## config.mk

```make
export PLATFORM = sky130hd
export DESIGN_NAME = decimal_accumulator_machine_flat
export DESIGN_NICKNAME = d
export VERILOG_FILES = /design/src/rtl/core/dam_pkg.sv /design/src/rtl/core/dam_if.sv /design/src/rtl/core/dam_alu.sv /design/src/rtl/core/decimal_accumulator_machine.sv /design/src/flat_wrapper.sv
export SDC_FILE = /design/constraint.sdc
export NUM_CORES = 2
export LEC_CHECK = 0
export BUFFER_PORTS_ARGS = -buffer_cell sky130_fd_sc_hd__buf_2
export CAP_MARGIN = 20
export CELL_PAD_IN_SITES_DETAIL_PLACEMENT = 0
export CELL_PAD_IN_SITES_GLOBAL_PLACEMENT = 1
export CORE_AREA = 8 8 406 408
export CTS_CLUSTER_DIAMETER = 30
export DETAILED_ROUTE_END_ITERATION = 6
export DIE_AREA = 0 0 414 416
export GPL_ROUTABILITY_DRIVEN = 0
export PLACE_DENSITY = 0.91
export SLEW_MARGIN = 20
export SYNTH_ARGS = -nofsm -noshare
export SYNTH_HDL_FRONTEND = slang
export SYNTH_SLANG_ARGS = --single-unit
```

## constraint.sdc

```tcl
create_clock -name clk_i -period 15.45 [get_ports clk_i]
set_input_delay 3.09 -clock clk_i [delete_from_list [all_inputs] [get_ports clk_i]]
set_output_delay 3.09 -clock clk_i [all_outputs]
set_load 0.05 [all_outputs]
```

## src/rtl/core/dam_pkg.sv

```systemverilog
// dam_pkg: widths, operation and status codes, opcodes and shared types
// for the decimal accumulator machine; no dependencies
`timescale 1ns / 1ps
`default_nettype none

package dam_pkg;

  localparam int unsigned MEM_WORDS_DEF = 100;

  localparam int unsigned OP_W   = 2;
  localparam int unsigned ADDR_W = 7;
  localparam int unsigned WORD_W = 16;
  localparam int unsigned STAT_W = 3;
  localparam int unsigned OPC_W  = 9;

  // host operations
  localparam logic [OP_W-1:0] HOP_WRITE   = 2'd0;
  localparam logic [OP_W-1:0] HOP_READ    = 2'd1;
  localparam logic [OP_W-1:0] HOP_EXEC    = 2'd2;
  localparam logic [OP_W-1:0] HOP_RESTART = 2'd3;

  // result status
  localparam logic [STAT_W-1:0] ST_OK      = 3'd0;
  localparam logic [STAT_W-1:0] ST_HALT    = 3'd1;
  localparam logic [STAT_W-1:0] ST_PAST    = 3'd2;
  localparam logic [STAT_W-1:0] ST_DIVZERO = 3'd3;
  localparam logic [STAT_W-1:0] ST_UNKNOWN = 3'd4;
  localparam logic [STAT_W-1:0] ST_IGNORED = 3'd5;

  // instruction opcodes
  localparam logic [OPC_W-1:0] OPC_READ  = 9'd10;
  localparam logic [OPC_W-1:0] OPC_WRITE = 9'd11;
  localparam logic [OPC_W-1:0] OPC_LOAD  = 9'd20;
  localparam logic [OPC_W-1:0] OPC_STORE = 9'd21;
  localparam logic [OPC_W-1:0] OPC_ADD   = 9'd30;
  localparam logic [OPC_W-1:0] OPC_SUB   = 9'd31;
  localparam logic [OPC_W-1:0] OPC_DIV   = 9'd32;
  localparam logic [OPC_W-1:0] OPC_MUL   = 9'd33;
  localparam logic [OPC_W-1:0] OPC_BR    = 9'd40;
  localparam logic [OPC_W-1:0] OPC_BRNEG = 9'd41;
  localparam logic [OPC_W-1:0] OPC_BRZERO = 9'd42;
  localparam logic [OPC_W-1:0] OPC_HALT  = 9'd43;
  localparam logic [OPC_W-1:0] OPC_SHR   = 9'd50;

  // word / 100 as (word * 5243) >> 19, exact for 15-bit positive words
  localparam logic [12:0] RECIP_100 = 13'd5243;
  localparam int unsigned RECIP_SH  = 19;
  localparam logic [15:0] DEC_BASE  = 16'd100;

  // magnitude / 1000 as (magnitude * 33555) >> 25, exact up to 32768
  localparam logic [WORD_W-1:0] RECIP_1000    = 16'd33555;
  localparam int unsigned       RECIP_1000_SH = 25;
  localparam logic [WORD_W-1:0] SHR_MOD       = 16'd1000;
  localparam int unsigned       SHR_QUO_W     = 6;
  localparam int unsigned       SHR_REM_W     = 10;

  localparam int unsigned ALU_STEPS = 17;

  typedef struct packed {
    logic start;
    logic div;
  } alu_req_t;

endpackage

`default_nettype wire

```

## src/rtl/core/dam_if.sv

```systemverilog
// dam_in_if / dam_out_if: valid-ready channels of the accumulator machine
// depends on dam_pkg
`timescale 1ns / 1ps
`default_nettype none

interface dam_in_if;
  import dam_pkg::*;
  logic                     valid;
  logic                     ready;
  logic [OP_W-1:0]          op;
  logic [ADDR_W-1:0]        address;
  logic signed [WORD_W-1:0] value;

  modport source (output valid, op, address, value, input ready);
  modport sink   (input valid, op, address, value, output ready);
endinterface

interface dam_out_if;
  import dam_pkg::*;
  logic                     valid;
  logic                     ready;
  logic [STAT_W-1:0]        status;
  logic                     out_valid;
  logic [ADDR_W-1:0]        out_address;
  logic signed [WORD_W-1:0] data;
  logic signed [WORD_W-1:0] acc_now;
  logic [ADDR_W-1:0]        pc_now;

  modport source (output valid, status, out_valid, out_address, data, acc_now, pc_now,
                  input ready);
  modport sink   (input valid, status, out_valid, out_address, data, acc_now, pc_now,
                  output ready);
endinterface

`default_nettype wire

```

## src/rtl/core/dam_alu.sv

```systemverilog
// dam_alu: shared iterative multiply / signed divide unit, one bit per cycle
// depends on dam_pkg
`timescale 1ns / 1ps
`default_nettype none

module dam_alu (
  input  logic                              clk_i,
  input  logic                              rst_ni,
  input  dam_pkg::alu_req_t                 req_i,
  input  logic signed [dam_pkg::WORD_W-1:0] a_i,
  input  logic signed [dam_pkg::WORD_W-1:0] b_i,
  output logic                              done_o,
  output logic signed [dam_pkg::WORD_W-1:0] quo_o,
  output logic signed [dam_pkg::WORD_W-1:0] prod_o
);
  import dam_pkg::*;

  localparam int unsigned CNT_W = $clog2(ALU_STEPS);
  localparam int unsigned MAG_W = WORD_W + 1;

  logic             busy_q, busy_d;
  logic             done_q, done_d;
  logic             div_q, div_d;
  logic             negq_q, negq_d;
  logic [CNT_W-1:0] cnt_q, cnt_d;
  logic [MAG_W-1:0] r_q, r_d;
  logic [MAG_W-1:0] q_q, q_d;
  logic [MAG_W-1:0] d_q, d_d;

  logic [MAG_W-1:0] shl;
  logic [MAG_W-1:0] add_a, add_b;
  logic [MAG_W:0]   sum;
  logic [MAG_W-1:0] a_ext, b_ext, a_mag, b_mag;
  logic [MAG_W-1:0] quo_s;

  assign a_ext = {a_i[WORD_W-1], a_i};
  assign b_ext = {b_i[WORD_W-1], b_i};
  assign a_mag = a_i[WORD_W-1] ? (~a_ext + MAG_W'(1)) : a_ext;
  assign b_mag = b_i[WORD_W-1] ? (~b_ext + MAG_W'(1)) : b_ext;

  // one adder serves both the restoring divide and the shift-add multiply
  assign shl   = {r_q[MAG_W-2:0], q_q[MAG_W-1]};
  assign add_a = div_q ? shl : r_q;
  assign add_b = div_q ? ~d_q : d_q;
  assign sum   = {1'b0, add_a} + {1'b0, add_b} + {{MAG_W{1'b0}}, div_q};

  always_comb begin
    busy_d = busy_q;
    done_d = done_q;
    div_d  = div_q;
    negq_d = negq_q;
    cnt_d  = cnt_q;
    r_d    = r_q;
    q_d    = q_q;
    d_d    = d_q;
    if (req_i.start) begin
      busy_d = 1'b1;
      done_d = 1'b0;
      div_d  = req_i.div;
      cnt_d  = '0;
      r_d    = '0;
      negq_d = a_i[WORD_W-1] ^ b_i[WORD_W-1];
      if (req_i.div) begin
        q_d = a_mag;
        d_d = b_mag;
      end else begin
        q_d = {1'b0, b_i};
        d_d = {1'b0, a_i};
      end
    end else if (busy_q) begin
      if (div_q) begin
        r_d = sum[MAG_W] ? sum[MAG_W-1:0] : shl;
        q_d = {q_q[MAG_W-2:0], sum[MAG_W]};
      end else begin
        r_d = q_q[0] ? sum[MAG_W-1:0] : r_q;
        q_d = q_q >> 1;
        d_d = d_q << 1;
      end
      cnt_d = cnt_q + CNT_W'(1);
      if (cnt_q == CNT_W'(ALU_STEPS - 1)) begin
        busy_d = 1'b0;
        done_d = 1'b1;
      end
    end
  end

  always_ff @(posedge clk_i or negedge rst_ni) begin
    if (!rst_ni) begin
      busy_q <= 1'b0;
      done_q <= 1'b0;
      cnt_q  <= '0;
    end else begin
      busy_q <= busy_d;
      done_q <= done_d;
      cnt_q  <= cnt_d;
    end
  end

  always_ff @(posedge clk_i) begin
    div_q  <= div_d;
    negq_q <= negq_d;
    r_q    <= r_d;
    q_q    <= q_d;
    d_q    <= d_d;
  end

  assign quo_s  = negq_q ? (~q_q + MAG_W'(1)) : q_q;
  assign done_o = done_q;
  assign quo_o  = quo_s[WORD_W-1:0];
  assign prod_o = r_q[WORD_W-1:0];

endmodule

`default_nettype wire

```

## src/rtl/core/decimal_accumulator_machine.sv

```systemverilog
// decimal_accumulator_machine: accumulator machine with word memory, host access and
// single-instruction execution; depends on dam_pkg, dam_if, dam_alu
// order: dispatch, then for a host read a memory read, for an execute fetch, decode, operand
// read, execute (with shr steps or the shared bit-serial ALU) and finish; then the response
// throughput: one item at a time; the next item is taken once the result is registered
// reset: acc, pc and halt flag cleared, memory words read as zero through per-word valid bits
`timescale 1ns / 1ps
`default_nettype none

module decimal_accumulator_machine #(
  parameter int unsigned MEM_WORDS = dam_pkg::MEM_WORDS_DEF
) (
  input  logic       clk_i,
  input  logic       rst_ni,
  dam_in_if.sink     in_i,
  dam_out_if.source  out_o
);
  import dam_pkg::*;

  localparam int unsigned IDX_W = $clog2(MEM_WORDS);
  localparam logic [ADDR_W-1:0] MEM_LIM = ADDR_W'(MEM_WORDS);

  localparam logic [3:0] S_IDLE  = 4'd0;
  localparam logic [3:0] S_DISP  = 4'd1;
  localparam logic [3:0] S_HRD   = 4'd2;
  localparam logic [3:0] S_FETCH = 4'd3;
  localparam logic [3:0] S_DEC   = 4'd4;
  localparam logic [3:0] S_OPR   = 4'd5;
  localparam logic [3:0] S_EXEC  = 4'd6;
  localparam logic [3:0] S_ALU   = 4'd7;
  localparam logic [3:0] S_FIN   = 4'd8;
  localparam logic [3:0] S_RESP  = 4'd9;
  localparam logic [3:0] S_SHRQ  = 4'd10;
  localparam logic [3:0] S_SHRR  = 4'd11;
  localparam logic [3:0] S_SHRX  = 4'd12;

  logic [3:0]        state_q, state_d;
  logic [OP_W-1:0]   op_q, op_d;
  logic [ADDR_W-1:0] haddr_q, haddr_d;
  logic [WORD_W-1:0] val_q, val_d;
  logic [ADDR_W-1:0] pc_q, pc_d;
  logic [WORD_W-1:0] acc_q, acc_d;
  logic              stop_q, stop_d;
  logic [WORD_W-1:0] word_q, word_d;
  logic [OPC_W-1:0]  opc_q, opc_d;
  logic [ADDR_W-1:0] opa_q, opa_d;
  logic [ADDR_W-1:0] next_q, next_d;
  logic              halt_q, halt_d;
  logic [STAT_W-1:0] st_q, st_d;
  logic              ov_q, ov_d;
  logic [ADDR_W-1:0] oa_q, oa_d;
  logic [WORD_W-1:0] dat_q, dat_d;

  logic                 shr_neg_q, shr_neg_d;
  logic [WORD_W-1:0]    shr_mag_q, shr_mag_d;
  logic [SHR_QUO_W-1:0] shr_quo_q, shr_quo_d;
  logic [SHR_REM_W-1:0] shr_rem_q, shr_rem_d;

  logic              ovld_q, ovld_d;
  logic [STAT_W-1:0] o_st_q, o_st_d;
  logic              o_ov_q, o_ov_d;
  logic [ADDR_W-1:0] o_oa_q, o_oa_d;
  logic [WORD_W-1:0] o_dat_q, o_dat_d;
  logic [WORD_W-1:0] o_acc_q, o_acc_d;
  logic [ADDR_W-1:0] o_pc_q, o_pc_d;

  // word memory with per-word valid bits
  logic [WORD_W-1:0]    mem_q [MEM_WORDS];
  logic [MEM_WORDS-1:0] vld_q;
  logic [WORD_W-1:0]    rd_word_q;
  logic                 rd_vld_q;
  logic                 mem_we, mem_re;
  logic [ADDR_W-1:0]    mem_wa, mem_ra;
  logic [WORD_W-1:0]    mem_wd;
  logic [WORD_W-1:0]    rd_val;

  alu_req_t                 alu_req;
  logic signed [WORD_W-1:0] alu_a, alu_b;
  logic                     alu_done;
  logic signed [WORD_W-1:0] alu_quo, alu_prod;

  logic [27:0]       recip_prod;
  logic [WORD_W-1:0] opc_x100, opa_full;
  logic              opa_ok;
  logic [WORD_W-1:0] m_val;
  logic [31:0]       shr_prod;
  logic [WORD_W-1:0] shr_diff;
  logic [WORD_W-1:0] shr_x10;

  assign rd_val     = rd_vld_q ? rd_word_q : '0;
  assign recip_prod = 28'(rd_val[WORD_W-2:0]) * 28'(RECIP_100);
  assign opc_x100   = 16'(opc_q) * DEC_BASE;
  assign opa_full   = word_q - opc_x100;
  assign opa_ok     = (opa_q < MEM_LIM);
  assign m_val      = opa_ok ? rd_val : '0;
  assign shr_prod   = 32'(shr_mag_q) * 32'(RECIP_1000);
  assign shr_diff   = shr_mag_q - (WORD_W'(shr_quo_q) * SHR_MOD);
  assign shr_x10    = (WORD_W'(shr_rem_q) << 3) + (WORD_W'(shr_rem_q) << 1);

  assign in_i.ready = (state_q == S_IDLE);

  always_comb begin
    state_d   = state_q;
    op_d      = op_q;
    haddr_d   = haddr_q;
    val_d     = val_q;
    pc_d      = pc_q;
    acc_d     = acc_q;
    stop_d    = stop_q;
    word_d    = word_q;
    opc_d     = opc_q;
    opa_d     = opa_q;
    next_d    = next_q;
    halt_d    = halt_q;
    st_d      = st_q;
    ov_d      = ov_q;
    oa_d      = oa_q;
    dat_d     = dat_q;
    shr_neg_d = shr_neg_q;
    shr_mag_d = shr_mag_q;
    shr_quo_d = shr_quo_q;
    shr_rem_d = shr_rem_q;
    ovld_d    = ovld_q && !out_o.ready;
    o_st_d    = o_st_q;
    o_ov_d    = o_ov_q;
    o_oa_d    = o_oa_q;
    o_dat_d   = o_dat_q;
    o_acc_d   = o_acc_q;
    o_pc_d    = o_pc_q;
    mem_we    = 1'b0;
    mem_wa    = haddr_q;
    mem_wd    = val_q;
    mem_re    = 1'b0;
    mem_ra    = pc_q;
    alu_req   = '0;
    alu_a     = acc_q;
    alu_b     = m_val;

    case (state_q)
      S_IDLE: begin
        if (in_i.valid) begin
          op_d    = in_i.op;
          haddr_d = in_i.address;
          val_d   = in_i.value;
          st_d    = ST_OK;
          ov_d    = 1'b0;
          oa_d    = '0;
          dat_d   = '0;
          halt_d  = 1'b0;
          state_d = S_DISP;
        end
      end
      S_DISP: begin
        state_d = S_RESP;
        case (op_q)
          HOP_WRITE: begin
            mem_we = (haddr_q < MEM_LIM);
          end
          HOP_READ: begin
            if (haddr_q < MEM_LIM) begin
              mem_re  = 1'b1;
              mem_ra  = haddr_q;
              state_d = S_HRD;
            end
          end
          HOP_RESTART: begin
            pc_d   = '0;
            stop_d = 1'b0;
          end
          default: begin
            if (stop_q) begin
              st_d = ST_IGNORED;
            end else if (pc_q >= MEM_LIM) begin
              stop_d = 1'b1;
              st_d   = ST_PAST;
            end else begin
              mem_re  = 1'b1;
              state_d = S_FETCH;
            end
          end
        endcase
      end
      S_HRD: begin
        dat_d   = rd_val;
        state_d = S_RESP;
      end
      S_FETCH: begin
        word_d = rd_val;
        opc_d  = recip_prod[RECIP_SH +: OPC_W];
        next_d = pc_q + ADDR_W'(1);
        // zero and negative words do nothing
        if (rd_val[WORD_W-1] || (rd_val == '0)) begin
          state_d = S_FIN;
        end else begin
          state_d = S_DEC;
        end
      end
      S_DEC: begin
        opa_d   = opa_full[ADDR_W-1:0];
        state_d = S_OPR;
      end
      S_OPR: begin
        mem_re  = opa_ok;
        mem_ra  = opa_q;
        state_d = S_EXEC;
      end
      S_EXEC: begin
        state_d = S_FIN;
        mem_wa  = opa_q;
        case (opc_q)
          OPC_READ: begin
            mem_we = opa_ok;
            mem_wd = val_q;
          end
          OPC_WRITE: begin
            ov_d  = 1'b1;
            oa_d  = opa_q;
            dat_d = m_val;
          end
          OPC_LOAD:  acc_d = m_val;
          OPC_STORE: begin
            mem_we = opa_ok;
            mem_wd = acc_q;
          end
          OPC_ADD:   acc_d = acc_q + m_val;
          OPC_SUB:   acc_d = acc_q - m_val;
          OPC_DIV: begin
            if (m_val == '0) begin
              st_d   = ST_DIVZERO;
              halt_d = 1'b1;
            end else begin
              alu_req.start = 1'b1;
              alu_req.div   = 1'b1;
              state_d       = S_ALU;
            end
          end
          OPC_MUL: begin
            alu_req.start = 1'b1;
            state_d       = S_ALU;
          end
          OPC_SHR: begin
            shr_neg_d = m_val[WORD_W-1];
            shr_mag_d = m_val[WORD_W-1] ? (~m_val + WORD_W'(1)) : m_val;
            state_d   = S_SHRQ;
          end
          OPC_BR:     next_d = opa_q;
          OPC_BRNEG:  if (acc_q[WORD_W-1]) next_d = opa_q;
          OPC_BRZERO: if (acc_q == '0) next_d = opa_q;
          OPC_HALT: begin
            st_d   = ST_HALT;
            halt_d = 1'b1;
          end
          default: st_d = ST_UNKNOWN;
        endcase
      end
      S_ALU: begin
        if (alu_done) begin
          case (opc_q)
            OPC_DIV: acc_d = alu_quo;
            default: acc_d = alu_prod;
          endcase
          state_d = S_FIN;
        end
      end
      // remainder by 1000 keeps the sign of the word
      S_SHRQ: begin
        shr_quo_d = shr_prod[RECIP_1000_SH +: SHR_QUO_W];
        state_d   = S_SHRR;
      end
      S_SHRR: begin
        shr_rem_d = shr_diff[SHR_REM_W-1:0];
        state_d   = S_SHRX;
      end
      S_SHRX: begin
        acc_d   = shr_neg_q ? (~shr_x10 + WORD_W'(1)) : shr_x10;
        state_d = S_FIN;
      end
      S_FIN: begin
        if (halt_q) begin
          stop_d = 1'b1;
        end else begin
          if (next_q >= MEM_LIM) begin
            stop_d = 1'b1;
            st_d   = ST_PAST;
          end
          pc_d = next_q;
        end
        state_d = S_RESP;
      end
      S_RESP: begin
        if (!ovld_q || out_o.ready) begin
          ovld_d  = 1'b1;
          o_st_d  = st_q;
          o_ov_d  = ov_q;
          o_oa_d  = oa_q;
          o_dat_d = dat_q;
          o_acc_d = acc_q;
          o_pc_d  = pc_q;
          state_d = S_IDLE;
        end
      end
      default: state_d = S_IDLE;
    endcase
  end

  always_ff @(posedge clk_i or negedge rst_ni) begin
    if (!rst_ni) begin
      state_q  <= S_IDLE;
      pc_q     <= '0;
      acc_q    <= '0;
      stop_q   <= 1'b0;
      ovld_q   <= 1'b0;
      vld_q    <= '0;
      rd_vld_q <= 1'b0;
    end else begin
      state_q <= state_d;
      pc_q    <= pc_d;
      acc_q   <= acc_d;
      stop_q  <= stop_d;
      ovld_q  <= ovld_d;
      if (mem_we) begin
        vld_q[mem_wa[IDX_W-1:0]] <= 1'b1;
      end
      if (mem_re) begin
        rd_vld_q <= vld_q[mem_ra[IDX_W-1:0]];
      end
    end
  end

  always_ff @(posedge clk_i) begin
    op_q      <= op_d;
    haddr_q   <= haddr_d;
    val_q     <= val_d;
    word_q    <= word_d;
    opc_q     <= opc_d;
    opa_q     <= opa_d;
    next_q    <= next_d;
    halt_q    <= halt_d;
    st_q      <= st_d;
    ov_q      <= ov_d;
    oa_q      <= oa_d;
    dat_q     <= dat_d;
    shr_neg_q <= shr_neg_d;
    shr_mag_q <= shr_mag_d;
    shr_quo_q <= shr_quo_d;
    shr_rem_q <= shr_rem_d;
    o_st_q    <= o_st_d;
    o_ov_q    <= o_ov_d;
    o_oa_q    <= o_oa_d;
    o_dat_q   <= o_dat_d;
    o_acc_q   <= o_acc_d;
    o_pc_q    <= o_pc_d;
  end

  always_ff @(posedge clk_i) begin
    if (mem_we) begin
      mem_q[mem_wa[IDX_W-1:0]] <= mem_wd;
    end
    if (mem_re) begin
      rd_word_q <= mem_q[mem_ra[IDX_W-1:0]];
    end
  end

  dam_alu u_alu (
    .clk_i  (clk_i),
    .rst_ni (rst_ni),
    .req_i  (alu_req),
    .a_i    (alu_a),
    .b_i    (alu_b),
    .done_o (alu_done),
    .quo_o  (alu_quo),
    .prod_o (alu_prod)
  );

  assign out_o.valid       = ovld_q;
  assign out_o.status      = o_st_q;
  assign out_o.out_valid   = o_ov_q;
  assign out_o.out_address = o_oa_q;
  assign out_o.data        = o_dat_q;
  assign out_o.acc_now     = o_acc_q;
  assign out_o.pc_now      = o_pc_q;

endmodule

`default_nettype wire

```

## src/flat_wrapper.sv

```systemverilog
// flat-port wrapper written by rule: the top's interface ports become plain ports
module decimal_accumulator_machine_flat import dam_pkg::*;
#(
  parameter int unsigned MEM_WORDS = dam_pkg::MEM_WORDS_DEF
)
  (clk_i, rst_ni, in_i_valid, in_i_op, in_i_address, in_i_value, in_i_ready, out_o_valid, out_o_status, out_o_out_valid, out_o_out_address, out_o_data, out_o_acc_now, out_o_pc_now, out_o_ready);
  dam_in_if in_i_i ();
  dam_out_if out_o_i ();
  input  logic clk_i;
  input  logic rst_ni;
  input wire logic [$bits(in_i_i.valid)-1:0] in_i_valid;
  input wire logic [$bits(in_i_i.op)-1:0] in_i_op;
  input wire logic [$bits(in_i_i.address)-1:0] in_i_address;
  input wire logic [$bits(in_i_i.value)-1:0] in_i_value;
  output wire logic [$bits(in_i_i.ready)-1:0] in_i_ready;
  output wire logic [$bits(out_o_i.valid)-1:0] out_o_valid;
  output wire logic [$bits(out_o_i.status)-1:0] out_o_status;
  output wire logic [$bits(out_o_i.out_valid)-1:0] out_o_out_valid;
  output wire logic [$bits(out_o_i.out_address)-1:0] out_o_out_address;
  output wire logic [$bits(out_o_i.data)-1:0] out_o_data;
  output wire logic [$bits(out_o_i.acc_now)-1:0] out_o_acc_now;
  output wire logic [$bits(out_o_i.pc_now)-1:0] out_o_pc_now;
  input wire logic [$bits(out_o_i.ready)-1:0] out_o_ready;
  assign in_i_i.valid = in_i_valid;
  assign in_i_i.op = in_i_op;
  assign in_i_i.address = in_i_address;
  assign in_i_i.value = in_i_value;
  assign in_i_ready = in_i_i.ready;
  assign out_o_valid = out_o_i.valid;
  assign out_o_status = out_o_i.status;
  assign out_o_out_valid = out_o_i.out_valid;
  assign out_o_out_address = out_o_i.out_address;
  assign out_o_data = out_o_i.data;
  assign out_o_acc_now = out_o_i.acc_now;
  assign out_o_pc_now = out_o_i.pc_now;
  assign out_o_i.ready = out_o_ready;
  decimal_accumulator_machine #(.MEM_WORDS(MEM_WORDS)) u_core (.clk_i(clk_i), .rst_ni(rst_ni), .in_i(in_i_i), .out_o(out_o_i));
endmodule
```

Word-level counts from Yosys, hierarchy flattened
Memories as Yosys holds them, arrays and structs flattened. A register that Yosys moved wholly into a read port is not among the register bits.
Index checks and enable logic that the tools add are counted.
{"block": "classes", "add_sub_neg": 14, "n_mul": 4, "div_mod_pow": 0, "n_lt_le_gt_ge": 7, "n_eq_ne": 47, "shifts": 0, "n_mux": 103, "n_bitwise": 8, "n_reduce_logical": 41}
{"cell": "$mux W17", "n": 15}
{"cell": "$mux W16", "n": 10}
{"cell": "$pmux W16 S3", "n": 3}
{"cell": "$or A100 B100 Y100", "n": 1}
{"cell": "$eq A9 B6 Y1 const B", "n": 7}
{"cell": "$mux W7", "n": 9}
{"cell": "$pmux W7 S2", "n": 4}
{"cell": "$not A17 Y17", "n": 3}
{"cell": "$add A16 B1 Y16 const B", "n": 3}
{"cell": "$logic_not A16 Y1", "n": 3}
{"cell": "$not A16 Y16", "n": 3}
{"cell": "$pmux W4 S12", "n": 1}
{"cell": "$eq A9 B5 Y1 const B", "n": 4}
{"cell": "$add A17 B1 Y17 const B", "n": 2}
{"cell": "$mux W4", "n": 8}
{"cell": "$mul A16 B16 Y31 const B", "n": 1}
{"cell": "$mul A15 B13 Y28 const B", "n": 1}
{"cell": "$mux W1", "n": 25}
{"cell": "$mux W3", "n": 7}
{"cell": "$pmux W7 S3", "n": 1}
{"cell": "$eq A4 B4 Y1 const B", "n": 5}
{"cell": "$add A17 B17 Y18", "n": 1}
{"cell": "$add A18 B1 Y18", "n": 1}
{"cell": "$eq A9 B4 Y1 const B", "n": 2}
{"cell": "51 further kinds", "n": 104}
{"block": "totals", "register_bits": 356, "latchBits": 0, "mem_bits_rw": 1600, "rom_bits": 0, "inputBits": 29, "output_inout_bits": 52, "elab_cells": 263, "n_memories": 1}
{"name": "u_core.mem_q", "depth": 100, "word_bits": 16, "rd": 1, "rd_ports_with_merged_regs": 1, "wr": 1, "line": "decimal_accumulator_machine.sv:68", "rtl": "logic [WORD_W-1:0] mem_q [MEM_WORDS];"}

Logic depth before layout (Yosys ltp)
{"block": "depth", "word_depth": 8, "depth_mapped": 26, "mapped_depth_nobuf": 22}

Hierarchy
Synthesis repeated with hierarchy kept, for this count alone.
{"block": "unflattened", "cells_unflattened": 7420, "area_unflattened_um2": 91047.3}
{"module": "decimal_accumulator_machine", "n_inst": 1, "cells_each": 6802, "area_per_inst_um2": 85719.7, "seq_area_each_um2": 56764.4}
{"module": "dam_alu", "n_inst": 1, "cells_each": 618, "area_per_inst_um2": 5327.6, "seq_area_each_um2": 1596.5}

Worst setup path before layout
No wires, ideal clock.
{"block": "synth_timing", "path_kind": "register to register", "startpoint": "reg u_core.state_q[1]", "endpoint": "mem u_core.mem_q[0][0], data pin", "setup_ns": 0.981, "t_arrival_ns": 5.736, "slack_ns": 8.733, "stages_incl_launch_ff": 9, "period_less_slack_ns": 6.717, "cell_sequence": "dfrtp_1 clkbuf_2 inv_1 nor2_1 nand2_1 inv_2 nand3_1 clkbuf_1 o21ai_0"}
{"block": "synth_via", "elab_chain_cells": 2}
{"item": "from (decl)", "line": "decimal_accumulator_machine.sv:37", "rtl": "logic [3:0] state_q, state_d;"}
{"item": "from (signal assigned)", "line": "decimal_accumulator_machine.sv:316", "rtl": "state_q <= state_d;"}
{"item": "$eq A4 B3 Y1", "line": "decimal_accumulator_machine.sv:139", "rtl": "case (state_q)"}
{"item": "$mux W16", "line": "decimal_accumulator_machine.sv:139"}
{"item": "named net u_core.mem_wd[0]", "line": "decimal_accumulator_machine.sv:74", "rtl": "logic [WORD_W-1:0] mem_wd;"}
{"item": "to (decl)", "line": "decimal_accumulator_machine.sv:68"}
The timed path passes the listed nets, and every way through them passes these cells.

Final worst setup path
{"block": "layout_timing", "startpoint": "reg u_core.state_q[2]", "endpoint": "reg u_core.rd_word_q[2], read port of u_core.mem_q, data pin"}
{"block": "layout_via", "elab_chain_cells": 2, "elab_cells_between_ends": 4, "cone_classes": "eq/ne: 2; mux: 2"}
{"item": "$eq A4 B3 Y1 or $eq A4 B1 Y1 (tied branches)", "line": "decimal_accumulator_machine.sv:139"}
{"item": "$pmux W7 S2 or $pmux W1 S2 (tied branches)", "line": "decimal_accumulator_machine.sv:139"}
{"item": "to (decl)", "line": "decimal_accumulator_machine.sv:70", "rtl": "logic [WORD_W-1:0] rd_word_q;"}
Several ways; a longest one is shown, not always the timed one.
A chain may end at the register's enable or synchronous reset.

==> summary.log <==
qor: synthesis.yosys.area.top_type edfxtp_1
qor: worst_setup_path.critPathRequiredTime 16.05 ns
qor: synthesis.cell_with_the_most_instances_after_synthesis edfxtp_1
qor: finish.fill_cells 10500
qor: routing.routed_wire_length_per_instance 28.2 um
qor: timing.layout_min_cycle_time 6.57 ns
qor: routing.drc 6
qor: pwr.total_switching_power 8.97 mW
qor: placed_design.placement.io_buffers 80
qor: timing.rsz0062_at_grt false
qor: synthesis.postSynthAreaPerCell 13.2 um2
qor: clock_network.cts_buffers 366
qor: timing.max_clock_skew 0.128 ns
qor: finish.multi_input_area 0.0287 mm2
qor: timing.max_slew.worst_pin.slew 1.25 ns
qor: clock_network.clock-root-buffer clkbuf_16
qor: worst_setup_path.critPathKind reg -> reg
qor: floorplan.floorplan.initialDensity 56.3%
qor: run_status.outcome finished with violations
qor: finish.syn_to_final_growth 17.5%
qor: synthesis.synth.top_cells.by_count edfxtp_1 (1818), nand2_1 (1234), nand3_1 (338)
qor: clock_network.cts_max_path_buffers 4
qor: run.timing.max_cap.violations 0
qor: clock_network.holdBufCountCts 0
qor: finish.regArea 0.0584 mm2
qor: run_status.violated_checks design-rule violations
qor: pwr.power_frac_comb 37.3%
qor: placed_design.dpl.hpwl 154 mm
qor: clock_network.insertion_delay 0.98 ns
qor: worst_setup_path.timing.critical_path.buf_inv 3
qor: worst_setup_path.worst_ep_arrival_time 7.17 ns
qor: clock_network.post_cts_buffers 0
qor: worst_setup_path.cp_max_fo 142
qor: worst_hold_path.min_path_type reg -> reg
qor: global_routing.grt_util_met2 47.0%
qor: floorplan.dieHeight 416 um
qor: routing.drt-pass1-iter-count 7
qor: synthesis.synthTopCellsByArea edfxtp_1 (61%), nand2_1 (5.2%), ha_1 (4.2%)
qor: timing.fmaxAchievable 152 MHz
qor: worst_setup_path.crit_chain nor2b_1 > nand3_2 > o221ai_4 > buf_12 > buf_12 > buf_4 > nand2_1 > o21ai_0 > a2111oi_0 > a31oi_1 > a22oi_1
qor: finish.postLayoutCoreUtil 66.2%
qor: synthesis.asyncSetResetFlopFracSynth 6.95%
qor: pwr.worst_ir_drop_vdd 0.000207 V
qor: worst_setup_path.path_common_cell buf_12
qor: floorplan.rows 147
qor: timing.slew_headroom 14.2%
qor: routing.avgViaCountPerCell 6.51
qor: timing.setup-violations-final 0
qor: clock_network.clock_tree.htree_level_count 5
qor: finish.final_area 0.105 mm2
qor: worst_setup_path.critical_path.top_delay_family compound AO/OA/AOI/OAI gates
qor: synthesis.post_synth_edffs 1818
qor: placed_design.place_area 0.0927 mm2
qor: finish.layoutNonFillerInstCount 9449
qor: synthesis.net_count_after_synthesis 7210
qor: routing.vias 61500
qor: global_routing.overflow_left_after_global_routing 0
qor: worst_setup_path.worst_path_max_delay_cell dfrtp_1
qor: routing.drt-total-wl 266 mm
qor: timing.timing.final.max_slew_violations 0
qor: synthesis.postSynth.topFlopCell edfxtp_1
qor: floorplan.top_level_ports 81
qor: pwr.power_density 221 mW/mm2
qor: synthesis.netlist-cell-type-count 93
qor: global_routing.first_global_vias 61400
qor: worst_setup_path.timing.critical_path.slowest_cell_delay 0.76 ns
qor: global_routing.largest_net_degree_at_the_start_of_global_routing 143
qor: global_routing.antenna_violations_before_repair 11
qor: pwr.cell_internal_power 14.3 mW
qor: timing.hold-worst-slack 0.416 ns
qor: routing.antenna_violating_nets_post_route 0
qor: pwr.netSwitchingFraction 38.5%
qor: floorplan.design.die.area 0.172 mm2
qor: worst_setup_path.timing.critical_path.to_type flop
qor: clock_network.tritoncts_num_sinks 1972
qor: synthesis.synth.top_cell.area_share 61.0%
qor: floorplan.fp.coreArea 0.159 mm2
qor: routing.detailedRoute.firstIterationViolations 9154
qor: pwr.static-leakage-power 39.6 nW
qor: global_routing.gr-usage-all-layers 30.0%
qor: synthesis.synthesis.area 0.0895 mm2
qor: timing.period_share 42.5%
qor: synthesis.flip_flop_and_latch_count_after_synthesis 1972
qor: synthesis.ys_warn_count 0
qor: synthesis.synth.yosys.seq_area_share 65.2%
qor: global_routing.grt_most_used_layer met2
qor: clock_network.clock_pin_slew_on_the_worst_setup_and_hold_paths 0.06 ns
qor: global_routing.grt_first_pass_wirelength 391 mm
qor: timing.fin_tns_setup 0 ns
qor: timing.timing.final.hold_violations 0
qor: clock_network.cts_resized 0
qor: finish.post_route_cells_drive_above_1_share 16.1%
qor: global_routing.routing_usage_on_met3 7.74%
qor: floorplan.fp.dieW 414 um
qor: pwr.power.sequential.fraction 28.3%
qor: worst_setup_path.critical_path.startpoint_type flop
qor: pwr.power.clock.fraction 34.4%
qor: synthesis.synthesis.instances 6775
qor: placed_design.placed_cells_incl_taps 8780
qor: finish.finalNetCount 7498
qor: clock_network.cts_tree done
qor: global_routing.global_route_track_usage_on_met1 37.3%
## cell type report
class / instances / share of cell area (%)
diodes: 9 / 0.0214
clock buffers: 412 / 9.10
clock inverters: 247 / 2.68
inverters: 287 / 1.02
multi-input cells: 4151 / 27.3
flip-flops and latches: 1972 / 55.5
well taps: 2086 / 2.48
repair buffers: 285 / 1.95
## flip-flops by register name, indices dropped and copies added, names as in the netlist, 5 cells and up
signal and cells:
u_core.acc_q 16, u_core.dat_q 16, u_core.haddr_q 7, u_core.mem_q 1600
u_core.next_q 7, u_core.oa_q 7, u_core.opa_q 7, u_core.opc_q 9
u_core.out_o.acc_now 16, u_core.out_o.data 16, u_core.out_o.out_address 7, u_core.out_o.pc_now 7
u_core.pc_q 7, u_core.rd_word_q 16, u_core.shr_mag_q 16, u_core.shr_quo_q 6
u_core.shr_rem_q 10, u_core.u_alu.cnt_q 5, u_core.u_alu.d_q 17, u_core.u_alu.q_q 17
u_core.u_alu.r_q 17, u_core.val_q 16, u_core.vld_q 100, u_core.word_q 7
## cells by family (layout without fill, tap and decap cells)
| family | count (synthesis) | count (layout) | share of synthesized area (%) |
|---|---|---|---|
| simple gates | 2301 | 2301 | 11.4 |
| flops | 1972 | 1972 | 65.2 |
| compound gates | 988 | 988 | 7.22 |
| buf+inv | 652 | 1231 | 3.18 |
| fa+ha+maj | 406 | 406 | 6.55 |
| mux | 289 | 289 | 4.85 |
| xor+xnor | 167 | 167 | 1.63 |
| other cells | 0 | 9 | 0 |
## path summary, 6_finish.rpt
path	slack (ns)	end	cells after the start	start
max in group asynchronous	11.18	u_core.state_q[2]	3	rst_ni
worst max register to register	8.88	u_core.rd_word_q[2]	11	u_core.state_q[2]
worst max-delay path	8.88	u_core.rd_word_q[2]	11	u_core.state_q[2]
worst min-delay path	0.42	u_core.out_o.data[2]	0	u_core.dat_q[2]
worst min register to register	0.42	u_core.out_o.data[2]	0	u_core.dat_q[2]
min in group asynchronous	2.11	u_core.vld_q[87]	1	rst_ni
## layer usage
| layer | vias up | share of wire [%] |
|---|---|---|
| met4 | 0 | 7.3 |
| met3 | 1091 | 12 |
| met1 | 30100 | 35 |
| li1 | 25700 | - |
| met2 | 4661 | 46 |
| met5 | - | 0 |
## power groups by stage
| stage | Combinational (mW) | Sequential, mW | Clock [mW] |
|---|---|---|---|
| detailed placement | 8.26 | 6.67 | 0 |
| global placement | 8.10 | 6.66 | 0 |
| CTS | 8.44 | 6.57 | 8.03 |
| global route | 9.22 | 6.59 | 8.27 |
| finish | 8.68 | 6.58 | 8.01 |
| floorplan | 5.48 | 6.63 | 0 |
## stage by stage
stage / setup slack, ns / total power, mW
2_1_floorplan: 8.73 / 12.1
3_3_place_gp: 9.22 / 14.8
3_5_place_dp: 9.06 / 14.9
4_1_cts: 8.95 / 23.0
5_1_grt: 8.62 / 24.1
6_report: 8.88 / 23.3
## cells in the final DEF (no fill, tap or decap), types with 37 or more instances in the layout
cell type / n
a21oi_1: 295
a22oi_1: 37
xnor2_1: 59
buf_4: 195
bufinv_16: 46
edfxtp_1: 1818
clkinv_2: 42
buf_2: 79
or2_2: 108
o22ai_1: 38
a21o_1: 41
o21ai_0: 137
xor2_1: 108
nor2_1: 283
a31oi_1: 126
nand3_1: 336
mux4_2: 110
nor3_1: 47
clkinvlp_4: 43
fa_1: 104
and3_1: 99
inv_1: 286
ha_1: 302
dfrtp_1: 137
clkbuf_16: 372
nand2_1: 1233
a311oi_1: 49
mux2i_1: 146
Power figures use the tool's default switching activity.
